`src/sv/ven_pkg.sv`:
```
// Package for the vector Euclidean norm block: sizes, queue entry and
// status structs shared by the front end, the queue and the root unit.
// No dependencies.
package ven_pkg;

  // Sample and accumulator sizes
  localparam int SAMPLE_BITS = 16;
  localparam int ACC_BITS    = 47;

  // Fixed field widths of the channels
  localparam int SAMPLE_W = 16;
  localparam int NORM_W   = 24;

  // Derived widths
  localparam int RAW_BITS      = (SAMPLE_BITS > SAMPLE_W) ? SAMPLE_BITS : SAMPLE_W;
  localparam int SQ_BITS       = 2 * SAMPLE_BITS;
  localparam int SUM_EXT_BITS  = ((ACC_BITS > SQ_BITS) ? ACC_BITS : SQ_BITS) + 1;
  localparam int ROOT_BITS     = (ACC_BITS + 1) / 2;
  localparam int RAD_BITS      = 2 * ROOT_BITS;
  localparam int REM_BITS      = ROOT_BITS + 2;
  localparam int ROOT_EXT_BITS = (ROOT_BITS > NORM_W) ? ROOT_BITS : NORM_W;
  localparam int STEP_BITS     = $clog2(ROOT_BITS);

  // Largest norm the result field holds
  localparam logic [NORM_W-1:0] NORM_MAX = {NORM_W{1'b1}};

  // Queue between front and back
  localparam int QDEPTH    = 4;
  localparam int QPTR_BITS = $clog2(QDEPTH);
  localparam int QCNT_BITS = $clog2(QDEPTH + 1);

  // One finished vector sum waiting for its root
  typedef struct packed {
    logic [ACC_BITS-1:0] sum;
    logic                ovf;
  } vec_sum_t;

  typedef struct packed {
    logic [QCNT_BITS-1:0] count;
    logic                 full;
    logic                 empty;
  } q_status_t;

  typedef struct packed {
    logic busy;
    logic finish;
  } root_status_t;

endpackage

```
`src/sv/ven_in_if.sv`:
```
// Input stream channel: one vector element per beat.
// Depends on ven_pkg for the field width.
interface ven_in_if;
  logic                                valid;
  logic                                ready;
  logic signed [ven_pkg::SAMPLE_W-1:0] sample;
  logic                                last;

  modport source (output valid, output sample, output last, input ready);
  modport sink (input valid, input sample, input last, output ready);
endinterface

```
`src/sv/ven_out_if.sv`:
```
// Result stream channel: one norm per vector.
// Depends on ven_pkg for the field width.
interface ven_out_if;
  logic                        valid;
  logic                        ready;
  logic [ven_pkg::NORM_W-1:0]  norm;
  logic                        saturated;

  modport source (output valid, output norm, output saturated, input ready);
  modport sink (input valid, input norm, input saturated, output ready);
endinterface

```
`src/sv/ven_front.sv`:
```
// Front end: magnitude and square of each sample, saturating accumulation,
// hand-off of the finished sum on the last beat. Uses ven_pkg, ven_in_if.
module ven_front (
  input  logic              clk,
  input  logic              rst,
  ven_in_if.sink            samples,
  output logic              push,
  output ven_pkg::vec_sum_t push_data,
  input  logic              q_full
);
  import ven_pkg::*;

  logic [RAW_BITS-1:0]     raw;
  logic [SAMPLE_BITS-1:0]  v;
  logic [SAMPLE_BITS-1:0]  mag;
  logic [SQ_BITS-1:0]      sq;

  logic                    s1_valid;
  logic                    s1_last;
  logic [SQ_BITS-1:0]      s1_sq;

  logic [ACC_BITS-1:0]     acc;
  logic                    ovf;

  logic [SUM_EXT_BITS-1:0] sum_ext;
  logic                    over;
  logic [ACC_BITS-1:0]     acc_new;
  logic                    ovf_new;
  logic                    advance;

  // Magnitude of the two's complement sample, squared exactly
  always_comb begin
    raw = RAW_BITS'($unsigned(samples.sample));
    v   = raw[SAMPLE_BITS-1:0];
    mag = v[SAMPLE_BITS-1] ? (~v + 1'b1) : v;
    sq  = SQ_BITS'(mag) * SQ_BITS'(mag);
  end

  // Saturating add into the accumulator
  always_comb begin
    sum_ext = SUM_EXT_BITS'(acc) + SUM_EXT_BITS'(s1_sq);
    over    = sum_ext > SUM_EXT_BITS'({ACC_BITS{1'b1}});
    acc_new = over ? {ACC_BITS{1'b1}} : sum_ext[ACC_BITS-1:0];
    ovf_new = ovf | over;
  end

  // A last beat waits in stage 1 until the queue has room
  assign advance       = !(s1_valid && s1_last && q_full);
  assign samples.ready = !s1_valid || advance;
  assign push          = s1_valid && s1_last && !q_full;
  assign push_data     = '{sum: acc_new, ovf: ovf_new};

  always_ff @(posedge clk) begin
    if (rst) begin
      s1_valid <= 1'b0;
      acc      <= '0;
      ovf      <= 1'b0;
    end else begin
      if (s1_valid && advance) begin
        if (s1_last) begin
          acc <= '0;
          ovf <= 1'b0;
        end else begin
          acc <= acc_new;
          ovf <= ovf_new;
        end
      end
      if (samples.ready) begin
        s1_valid <= samples.valid;
      end
    end
  end

  // Stage 1 payload
  always_ff @(posedge clk) begin
    if (samples.valid && samples.ready) begin
      s1_sq   <= sq;
      s1_last <= samples.last;
    end
  end

endmodule

```
`src/sv/ven_queue.sv`:
```
// Short queue of finished vector sums between front end and root unit.
// Uses ven_pkg.
module ven_queue (
  input  logic               clk,
  input  logic               rst,
  input  logic               push,
  input  ven_pkg::vec_sum_t  push_data,
  input  logic               pop,
  output ven_pkg::vec_sum_t  pop_data,
  output ven_pkg::q_status_t status
);
  import ven_pkg::*;

  vec_sum_t             entries [QDEPTH];
  logic [QPTR_BITS-1:0] wr_ptr;
  logic [QPTR_BITS-1:0] rd_ptr;
  logic [QCNT_BITS-1:0] count;

  assign pop_data     = entries[rd_ptr];
  assign status.count = count;
  assign status.full  = count == QCNT_BITS'(QDEPTH);
  assign status.empty = count == '0;

  // Pointers and fill count
  always_ff @(posedge clk) begin
    if (rst) begin
      wr_ptr <= '0;
      rd_ptr <= '0;
      count  <= '0;
    end else begin
      if (push) begin
        wr_ptr <= wr_ptr + 1'b1;
      end
      if (pop) begin
        rd_ptr <= rd_ptr + 1'b1;
      end
      if (push && !pop) begin
        count <= count + 1'b1;
      end else if (pop && !push) begin
        count <= count - 1'b1;
      end
    end
  end

  // Entry storage
  always_ff @(posedge clk) begin
    if (push) begin
      entries[wr_ptr] <= push_data;
    end
  end

endmodule

```
`src/sv/ven_sqrt.sv`:
```
// Back end: floor square root, one root bit per cycle, and the result
// register. Uses ven_pkg, ven_out_if.
module ven_sqrt (
  input  logic                  clk,
  input  logic                  rst,
  input  logic                  q_empty,
  output logic                  pop,
  input  ven_pkg::vec_sum_t     pop_data,
  ven_out_if.source             result,
  output ven_pkg::root_status_t status
);
  import ven_pkg::*;

  typedef enum logic [1:0] {IDLE, RUN, FINISH} state_t;

  state_t                   state;
  logic [RAD_BITS-1:0]      rad;
  logic [REM_BITS-1:0]      rem;
  logic [ROOT_BITS-1:0]     root;
  logic [STEP_BITS-1:0]     step;
  logic                     ovf;

  logic [REM_BITS-1:0]      rem_sh;
  logic [REM_BITS-1:0]      trial;
  logic                     ge;
  logic [REM_BITS-1:0]      rem_next;
  logic [ROOT_BITS-1:0]     root_next;
  logic [ROOT_EXT_BITS-1:0] root_ext;
  logic [NORM_W-1:0]        norm_sat;
  logic                     out_free;

  // One restoring step: bring in two radicand bits, try root*4+1
  always_comb begin
    rem_sh    = {rem[REM_BITS-3:0], rad[RAD_BITS-1 -: 2]};
    trial     = {root, 2'b01};
    ge        = rem_sh >= trial;
    rem_next  = ge ? (rem_sh - trial) : rem_sh;
    root_next = {root[ROOT_BITS-2:0], ge};
  end

  // Clamp the root to the result field
  always_comb begin
    root_ext = ROOT_EXT_BITS'(root);
    norm_sat = (root_ext > ROOT_EXT_BITS'(NORM_MAX)) ? NORM_MAX : root_ext[NORM_W-1:0];
  end

  assign out_free      = !result.valid || result.ready;
  assign pop           = (state == IDLE) && !q_empty;
  assign status.busy   = state != IDLE;
  assign status.finish = (state == FINISH) && out_free;

  always_ff @(posedge clk) begin
    if (rst) begin
      state        <= IDLE;
      result.valid <= 1'b0;
    end else begin
      // Result valid: set when a finished root loads, cleared once taken
      if ((state == FINISH) && out_free) begin
        result.valid <= 1'b1;
      end else if (result.ready) begin
        result.valid <= 1'b0;
      end
      unique case (state)
        IDLE: begin
          if (!q_empty) begin
            rad   <= RAD_BITS'(pop_data.sum);
            ovf   <= pop_data.ovf;
            rem   <= '0;
            root  <= '0;
            step  <= '0;
            state <= RUN;
          end
        end
        RUN: begin
          rem  <= rem_next;
          root <= root_next;
          rad  <= {rad[RAD_BITS-3:0], 2'b00};
          if (step == STEP_BITS'(ROOT_BITS - 1)) begin
            state <= FINISH;
          end else begin
            step <= step + 1'b1;
          end
        end
        FINISH: begin
          if (out_free) begin
            result.norm      <= norm_sat;
            result.saturated <= ovf;
            state            <= IDLE;
          end
        end
        default: state <= IDLE;
      endcase
    end
  end

endmodule

```
`src/sv/vector_euclidean_norm.sv`:
```
// Top level of the vector Euclidean norm block: front end, sum queue and
// root unit. Uses ven_pkg, ven_in_if, ven_out_if, ven_front, ven_queue, ven_sqrt.
//
//   channel   dir  fields                     beat
//   samples   in   sample[15:0] s, last       one vector element
//   result    out  norm[23:0], saturated      one norm per vector
//
// Elements are taken one per cycle; a square is registered, then added.
// The root of each finished sum is found in the one-bit-per-cycle root
// unit, which takes a new sum only when idle; up to four sums wait in
// the queue, so short vectors stall the input only when the queue is
// full. Reset is synchronous and clears the accumulator, queue and
// result valid. A stalled result holds in its output register.
module vector_euclidean_norm (
  input  logic      clk,
  input  logic      rst,
  ven_in_if.sink    samples,
  ven_out_if.source result
);
  import ven_pkg::*;

  logic         push;
  vec_sum_t     push_data;
  logic         pop;
  vec_sum_t     pop_data;
  q_status_t    qstat;
  root_status_t rstat;

  ven_front u_front (
    .clk       (clk),
    .rst       (rst),
    .samples   (samples),
    .push      (push),
    .push_data (push_data),
    .q_full    (qstat.full)
  );

  ven_queue u_queue (
    .clk       (clk),
    .rst       (rst),
    .push      (push),
    .push_data (push_data),
    .pop       (pop),
    .pop_data  (pop_data),
    .status    (qstat)
  );

  ven_sqrt u_sqrt (
    .clk      (clk),
    .rst      (rst),
    .q_empty  (qstat.empty),
    .pop      (pop),
    .pop_data (pop_data),
    .result   (result),
    .status   (rstat)
  );

`ifndef NO_ASSERTIONS
  // No result is pending right after reset
  a_reset_clears: assert property (@(posedge clk) rst |=> !result.valid)
    else $error("result valid after reset");

  // A new result appears only from a finished root
  a_result_from_root: assert property (@(posedge clk) disable iff (rst)
    $rose(result.valid) |-> $past(rstat.finish))
    else $error("result raised without a finished root");

  // The root unit takes a sum only when one is queued
  a_pop_nonempty: assert property (@(posedge clk) disable iff (rst)
    pop |-> !qstat.empty && !rstat.busy)
    else $error("pop from empty queue or while busy");

  // A queued sum never gets lost on a full queue
  a_push_room: assert property (@(posedge clk) disable iff (rst)
    push |-> qstat.count != QCNT_BITS'(QDEPTH))
    else $error("push into full queue");
`endif

endmodule
```
`src/flat_wrapper.sv`:
```
// flat-port wrapper written by rule: the top's interface ports become plain ports
module vector_euclidean_norm_flat import ven_pkg::*;
  (clk, rst, samples_valid, samples_sample, samples_last, samples_ready, result_valid, result_norm, result_saturated, result_ready);
  ven_in_if samples_i ();
  ven_out_if result_i ();
  input  logic clk;
  input  logic rst;
  input wire logic [$bits(samples_i.valid)-1:0] samples_valid;
  input wire logic [$bits(samples_i.sample)-1:0] samples_sample;
  input wire logic [$bits(samples_i.last)-1:0] samples_last;
  output wire logic [$bits(samples_i.ready)-1:0] samples_ready;
  output wire logic [$bits(result_i.valid)-1:0] result_valid;
  output wire logic [$bits(result_i.norm)-1:0] result_norm;
  output wire logic [$bits(result_i.saturated)-1:0] result_saturated;
  input wire logic [$bits(result_i.ready)-1:0] result_ready;
  assign samples_i.valid = samples_valid;
  assign samples_i.sample = samples_sample;
  assign samples_i.last = samples_last;
  assign samples_ready = samples_i.ready;
  assign result_valid = result_i.valid;
  assign result_norm = result_i.norm;
  assign result_saturated = result_i.saturated;
  assign result_i.ready = result_ready;
  vector_euclidean_norm u_core (.clk(clk), .rst(rst), .samples(samples_i), .result(result_i));
endmodule
```
`config.mk`:
```
export PLATFORM = sky130hd
export DESIGN_NAME = vector_euclidean_norm_flat
export DESIGN_NICKNAME = d
export VERILOG_FILES = /design/src/sv/ven_pkg.sv /design/src/sv/ven_in_if.sv /design/src/sv/ven_out_if.sv /design/src/sv/ven_front.sv /design/src/sv/ven_queue.sv /design/src/sv/ven_sqrt.sv /design/src/sv/vector_euclidean_norm.sv /design/src/flat_wrapper.sv
export SDC_FILE = /design/constraint.sdc
export NUM_CORES = 1
export LEC_CHECK = 0
export ABC_AREA = 1
export BUFFER_PORTS_ARGS = -buffer_cell sky130_fd_sc_hd__clkbuf_2
export CAP_MARGIN = 20
export CORE_AREA = 2 2 285 287
export DETAILED_ROUTE_END_ITERATION = 10
export DIE_AREA = 0 0 287 289
export GPL_TIMING_DRIVEN = 0
export PLACE_DENSITY = 0.58
export SLEW_MARGIN = 20
export SYNTH_ARGS = -nofsm -noshare
export SYNTH_HDL_FRONTEND = slang
export SYNTH_SLANG_ARGS = --single-unit
```
`constraint.sdc`:
```
create_clock -name clk -period 8.1 [get_ports clk]
set_input_delay 0.81 -clock clk [delete_from_list [all_inputs] [get_ports clk]]
set_output_delay 0.81 -clock clk [all_outputs]
set_load 0.03 [all_outputs]
```
==> flow_metrics.tcl <==
set metrics [dict create \
    status "completed" \
    min-delay-path-class "primary input to flip-flop" \
    die-width_um 287 \
    cts_made_buffers 45 \
    cts.htree.levels 2 \
    initial_utilization 0.3475 \
    ys_dominant_reg_cell "edfxtp_1" \
    critPathMaxStageDelay_ns 0.56 \
    grt_setup_unrepaired "false" \
    p_switching_mw 6.594 \
    setup.worst_path.start "samples_sample[0]" \
    clock_skew_ns 0.02805 \
    flop_and_latch_count_out_of_synthesis 412 \
    max_slew_margin 0.2511 \
    r2r_path_end "u_core.u_front.acc[24]" \
    n_fill_cell 8133 \
    multiInputGateArea_um2 13810 \
    maxSlewViolCount 0 \
    area.sequential_um2 11760 \
    fp.dieH_um 289 \
    grt_first_pass_wirelength_um 111700 \
    combinationalPowerShare 0.609 \
    io-pin-count 48 \
    clk_root_buffer_cell "clkbuf_16" \
    routed_wire_length_per_instance_um 16.12 \
    drt_first_pass_iters 6 \
    postCtsHoldBufs 0 \
    worst_setup_hold_path_clk_slew_ns 0.06 \
    ys_async_sr_fraction 0 \
    whs_path_depth 1 \
    final.period_utilization 0.9471 \
    detail_route.wirelength_um 69900 \
    most-common-layout-cells "nand2_1, inv_1, nor2_1" \
    design.core.area_um2 79900 \
    place.detailed.instances 4251 \
    cell_area_after_synthesis_um2 27760 \
    total_half_perimeter_wirelength_after_legalization_and_detailed_placement_um 53760 \
    power.density_cell_area_nw_per_um2 445.2 \
    cpMaxStageDelayCell "fa_1" \
    cap_violations 0 \
    start_point_of_the_worst_min_delay_path "samples_last" \
    first_global_vias 20690 \
    min_period_ns 7.671 \
    cts_num_sinks 412 \
    placed_cell_area_um2 29640 \
    post_synth_inst_count 3124 \
    critPathArrivalTime_ns 7.98 \
    place.gp.congestion 0.9335 \
    switching_share 0.4752 \
    fp-row-count 104 \
    required_ns 8.41 \
    clock_tree_from_tritoncts "yes" \
    vdd_ir_drop_max_mv 0.4199 \
    power.leakage_nw 13.63 \
    ys.warnings.count 0 \
    starting_drt_drc_count 1325 \
    numPortBuffers 47 \
    setup_viol_count_final 0 \
    num_antenna_cells 0 \
    final_cells 4337 \
    synth.avg_cell_area_um2 8.887 \
    criticalPathCategory "primary input to flip-flop" \
    power_frac_clock 0.145 \
    area_growth_from_synthesis_to_final_layout_pct 12.26 \
    worst-r2r-cell-count 15 \
    setup_total_negative_slack_ns 0 \
    route.detailed.drc 0 \
    synth_enable_flop_cells 351 \
    worstSkewPairLatency_ns 0.59 \
    regToRegSetupSlack_ns 5.19 \
    p_int_mw 7.282 \
    globalRouteOverflowTotal 0 \
    synth_cell_type_count 54 \
    layout_commonest_cell "nand2_1" \
    via_count_normalized_by_instance_count 4.778 \
    route.vias.total 20720 \
    maximum_number_of_pins_on_one_net_before_global_route_repair 66 \
    hold_end "u_core.u_front.s1_last" \
    max_clock_freq_mhz 130.4 \
    critPathLaunchType "primary input" \
    ctsLongestPathBuffers 3 \
    tightestPinTransition_ns 1.112 \
    layout.nets 3588 \
    antenna_found_initial 0 \
    die_area_um2 82940 \
    proportion_of_layout_cells_with_a_drive_suffix_above_1 0.07019 \
    timing.final.hold_violations 0 \
    critical_path.reg2reg.startpoint "u_core.u_front.s1_sq[0]" \
    track_usage 0.1712 \
    route.antenna.remaining_nets 0 \
    share_seq_of_total_power 0.246 \
    setup.worst_path.end_class "flip-flop" \
    path_common_cell "fa_1" \
    synth-seq-area-share 0.4237 \
    cp_max_fo 11 \
    layout.cell_area.non_filler_um2 31160 \
]
-- how the worst max path moves through the flow --
| stage | end |
|---|---|
| floorplan | u_core.u_front.s1_sq[27] |
| global placement | u_core.u_front.s1_sq[27] |
| detailed placement | u_core.u_front.s1_sq[27] |
| CTS | u_core.u_front.s1_sq[27] |
| global route | u_core.u_front.s1_sq[28] |
| finish | u_core.u_front.s1_sq[27] |
-- worst max-delay path, delay by kind of cell --
| family | cells | cell delay [ns] |
|---|---|---|
| adders and majority gates | 8 | 3.63 |
| AOI/OAI and AO/OA | 4 | 0.88 |
| buffers and inverters | 8 | 0.95 |
| and+or+nand+nor | 8 | 1.17 |
| xor gates and xnor gates | 2 | 0.54 |
-- flip-flops by register name, indices dropped and copies added (netlist names), 2 cells and up, named ones only --
name / cells
u_core.u_queue.entries: 192
u_core.u_sqrt.rad: 48
u_core.u_front.acc: 47
u_core.u_front.s1_sq: 31
u_core.u_sqrt.rem: 24
u_core.u_sqrt.result.norm: 24
u_core.u_sqrt.root: 24
u_core.u_sqrt.step: 5
u_core.u_queue.count: 3
u_core.u_queue.rd_ptr: 2
u_core.u_queue.wr_ptr: 2
u_core.u_sqrt.state: 2
-- per-layer routing --
metal / up-vias / wire (um) / global-route usage
met5: - / 0 / 0
met4: 0 / 1724 / 0.04961
met3: 91 / 3198 / 0.01953
met2: 425 / 33410 / 0.2944
met1: 9923 / 31570 / 0.2274
li1: 10290 / - / -
-- cells by family (layout without fill, tap and decap cells) --
| family | count (synthesis) | count (layout) | synth area share |
|---|---|---|---|
| flip-flops | 412 | 412 | 0.4237 |
| AO/OA/AOI/OAI | 441 | 441 | 0.08703 |
| XOR/XNOR | 81 | 81 | 0.02582 |
| other | 2 | 11 | 0.0002705 |
| adder cells (fa/ha/maj) | 327 | 327 | 0.1923 |
| buffers and inverters | 607 | 751 | 0.08360 |
| AND/OR/NAND/NOR | 1254 | 1254 | 0.1874 |
-- through the flow --
stage	total power, mW	worst slack, ns	hold WS (ns)	utilization
2_1_floorplan	9.574	0.6786	0.4003	-
3_3_place_gp	11.81	-1.338	0.4104	0.3674
3_5_place_dp	11.85	-0.9538	0.4107	0.3709
4_1_cts	13.91	0.02794	0.3928	0.3894
5_1_grt	15.23	0.05467	0.4087	0.3901
6_report	13.88	0.4287	0.4210	0.3901
-- cells in the mapped netlist (all sizes together) (23+ instances only) --
cell	instances	area share
ha	161	0.073
clkbuf	83	0.011
xnor2	43	0.014
edfxtp	351	0.38
inv	497	0.067
fa	166	0.12
nor3	28	0.0060
o21ai	183	0.033
a31oi	48	0.011
a21oi	171	0.032
nand3	75	0.014
dfxtp	61	0.044
nor2	472	0.064
nand2	625	0.090
buf	23	0.0046
xor2	38	0.012
-- power groups by stage --
stage	clock, mW	combinational [mW]	sequential, mW
final	2.01	8.45	3.42
after global routing	2.13	9.64	3.46
after CTS	2.05	8.44	3.42
after detailed placement	0	8.38	3.46
after global placement	0	8.31	3.49
after floorplan	0	6.12	3.45
-- cell type report --
cell class | count | area share
clock inverter | 29 | 0.008471
multi-input combinational | 2114 | 0.4431
timing repair buffer | 60 | 0.01550
clock buffer | 55 | 0.03798
tap | 1060 | 0.04256
sequential | 412 | 0.3774
buffer | 106 | 0.01429
inverter | 501 | 0.06074
-- repair_timing --
action / in CTS / in global routing
endpoints found under the setup margin: 10 / 15
pin swaps: 0 / 1
setup buffers: 0 / 2
resized for setup: 4 / 14
Power figures use the tool's default switching activity.
